## src/hw/rtl/ffba_ram.sv

```systemverilog
// single-port synchronous memory with a registered read
// no dependencies
module ffba_ram #(
  parameter int unsigned Width = 8,
  parameter int unsigned Depth = 16
) (
  input  logic                     clk_i,
  input  logic                     we_i,
  input  logic [$clog2(Depth)-1:0] addr_i,
  input  logic [Width-1:0]         wdata_i,
  output logic [Width-1:0]         rdata_o
);
  logic [Width-1:0] mem [Depth];

  always_ff @(posedge clk_i) begin
    if (we_i) mem[addr_i] <= wdata_i;
    rdata_o <= mem[addr_i];
  end
endmodule

```

## config.mk

```make
export PLATFORM = sky130hd
export DESIGN_NAME = ffba_ram
export DESIGN_NICKNAME = d
export VERILOG_FILES = /design/src/hw/rtl/ffba_ram.sv
export SDC_FILE = /design/constraint.sdc
export NUM_CORES = 1
export LEC_CHECK = 0
export BUFFER_PORTS_ARGS = -buffer_cell sky130_fd_sc_hd__buf_2
export CAP_MARGIN = 5
export CORE_MARGIN = 2
export CORE_UTILIZATION = 40
export CTS_BUF_LIST = sky130_fd_sc_hd__clkbuf_4
export DETAILED_ROUTE_END_ITERATION = 7
export PLACE_DENSITY = 0.66
export SLEW_MARGIN = 20
export SYNTH_ARGS = -nofsm -noshare
export SYNTH_HDL_FRONTEND = slang
export SYNTH_SLANG_ARGS = --single-unit
```

## constraint.sdc

```tcl
create_clock -name clk_i -period 1.5 [get_ports clk_i]
set_input_delay 0 -clock clk_i [delete_from_list [all_inputs] [get_ports clk_i]]
set_output_delay 0 -clock clk_i [all_outputs]
set_load 0.02 [all_outputs]
```

==> impl_metrics.csv <==
group,metric,value,unit
run_status,status,"finished, final reports clean",
layout,antenna_cells,0,
route,wirelength,9550,um
setup_path,cp.arrival,1730,ps
layout,syn_to_final_growth,18.4,%
global_route,grt.total_usage,15.4,%
yosys,avgSynthCellArea,22.0,um^2
route,dr.first_iter.drc_count,217,
timing,slew_violations,0,
clock_network,cts-buffers-inserted,17,
timing,fmax,750,MHz
clock_network,hold_buffers,9,
clock_network,cts_num_sinks,136,
yosys,yosys-top-cells-count,"edfxtp_1 (128), mux4_2 (32), a22oi_1 (16)",
yosys,syn_nets,244,
die,rows,41,
setup_path,worstPathMaxFanout,35,
yosys,synth-edff-count,128,
route,viasPerCell,4.99,
setup_path,crit_buf_inv,4,
global_route,grt_pass1_vias,2591,
timing,max-slew-margin-rel,74.8,%
placement,place_congestion,0.745,
clock_network,clockBufferDepth,2,
setup_path,critPathMaxStageDelay,520,ps
clock_network,clk_pin_slew,110,ps
clock_network,htreeDepth,4,
global_route,antenna_found_initial,0,
yosys,synth.cell_area,0.00507,mm^2
clock_network,cts_tree,"built",
yosys,ys_ff_latch,136,
yosys,yosys_warnings,0,
yosys,yosysMostFrequentCell,"edfxtp_1",
setup_path,reg2reg_slack,170,ps
yosys,synth_ff_type,"edfxtp_1",
yosys,yosys-mux-area-fraction,14.2,%
clock_network,clkLatencyLatePin,510,ps
global_route,grt-ovfl-total,0,
die,fp.dieW,117,um
clock_network,cts_setup_buffers,0,
timing,setup_viol_count_final,0,
route,ant_nets,0,
setup_path,path_cells,"dlygate4sd3_1 -> buf_2 -> buf_12 -> buf_4 -> mux4_2 -> a22oi_1 -> nand2_1",
run,max_cap_violations,0,
setup_path,cp_slowest_cell,"dlygate4sd3_1",
yosys,ys_types,18,
timing,clock-skew-final,15.9,ps
timing,setup_ws,166,ps
pwr,report.power.total,0.00716,W
timing,period_needed,1330,ps
global_route,grt_pass1_wl,14500,um
yosys,synth-async-reset-ratio,0,%
setup_path,critPathTopFamily,"buffers and inverters",
route,firstDrtPassIters,4,
route,num_vias,2429,
timing,tns,0,ps
yosys,syn_inst,230,
yosys,synthTopCellsByArea,"edfxtp_1 (76%), mux4_2 (14%), dfxtp_1 (3.2%)",
route,wl_per_cell,19.6,um
yosys,synth_top_family_by_area,"multiplexers",
yosys,yosys.area_share.simple,3.21,%
die,core_area,0.0125,mm^2
setup_path,crit_type,"primary input to flop",
yosys,synthAdderAreaFrac,0,%
die,die_area,0.0136,mm^2
pwr,vdd_ir_drop_max,633,uV
setup_path,crit_required,1900,ps
layout,nNetsFinal,316,
yosys,synth-xor-area-share,0,%
die,initial_core_util,40.5,%
timing,holdWs,81.3,ps
placement,dpl_worst_slack,17.6,ps
route,drc,0,
yosys,synth_top_area_share,75.9,%
global_route,grt_max_degree,36,
pwr,p_per_area,1190,mW/mm^2
yosys,yosysTopAreaCell,"edfxtp_1",
timing,rsz0062_at_grt,"false",
setup_path,crit_path_start_kind,"primary input",
yosys,ys_seq_area_share,79.0,%
layout,final_util,48.0,%
timing,post-route-period-util,88.9,%
clock_network,clock-root-buffer,"clkbuf_4",
pwr,p_leak,2.00,nW
timing,tightest_slew,377,ps
die,die_h,117,um
timing,finalHoldViolations,0,
clock_network,cts_resized,0,
placement,io_buffer_count,21,
worst_hold_path,hp-class,"primary input to flop",
layout,drive_gt1_share,36.8,%
setup_path,end_kind,"flop",
placement,hpwl,6340,um
yosys,synth_compound_gate_area_share,2.37,%
die,ios,22,
## worst register-to-register path: cells and delay by family (launching register included)
family | cells | cell delay (ps)
AO/OA/AOI/OAI | 1 | 290
AND/OR/NAND/NOR | 1 | 80
flip-flops | 1 | 370
multiplexers | 1 | 480
## power by group
group          switching, W  internal [W]
Clock               0.00127       0.00116
Sequential        0.0000243       0.00424
Combinational      0.000258      0.000211
## registers in the layout, indices dropped and copies added, names as in the netlist
| register | count |
|---|---|
| mem | 128 |
| rdata_o | 8 |
## through the flow
stage	instance area, um^2	cells
5_1_grt	6000	487
3_3_place_gp	5620	446
3_5_place_dp	5620	446
2_1_floorplan	5070	230
4_1_cts	6000	487
6_report	6000	487
## path summary, 6_finish.rpt
kind,cells past startpoint,start,end
setup / recovery,7,addr_i[1],rdata_o[2]$_DFF_P_
hold / removal,5,addr_i[2],rdata_o[5]$_DFF_P_
setup reg to reg,3,mem[11][6]$_DFFE_PP_,rdata_o[6]$_DFF_P_
hold reg to reg,3,mem[14][1]$_DFFE_PP_,rdata_o[1]$_DFF_P_
## cells by family after synthesis
logic type      after synthesis
simple gates                 35
flops                       136
buf+inv                      11
mux                          32
compound gates               16
## layout make-up
class,count,area [um^2]
clock buffer,18,135
clock inverter,14,156
fill,1066,6520
multi-input combinational,83,1000
sequential,136,4000
tap,172,215
timing repair buffer,64,488
## layout by cell type (no fill, tap or decap), drive strengths merged
master,Yosys,routed
dlygate4sd3,0,9
bufinv,0,3
buf,8,55
clkbuf,3,18
nor2,13,13
dfxtp,8,8
inv,0,1
edfxtp,128,128
nand2b,2,2
nand3b,2,2
nor2b,2,2
and2,1,1
clkinv,0,8
mux4,32,32
a22oi,16,16
or3b,1,1
nand2,9,9
clkinvlp,0,2
nand3,1,1
nor3,4,4
## per-layer routing
metal	share of wire [%]	up-vias	GRT usage [%]
met5	0	-	0
met4	1.4	0	6.51
met3	7.3	9	4.98
met2	49	75	23.0
met1	43	1241	20.9
li1	-	1104	-
Power figures use the tool's default switching activity.
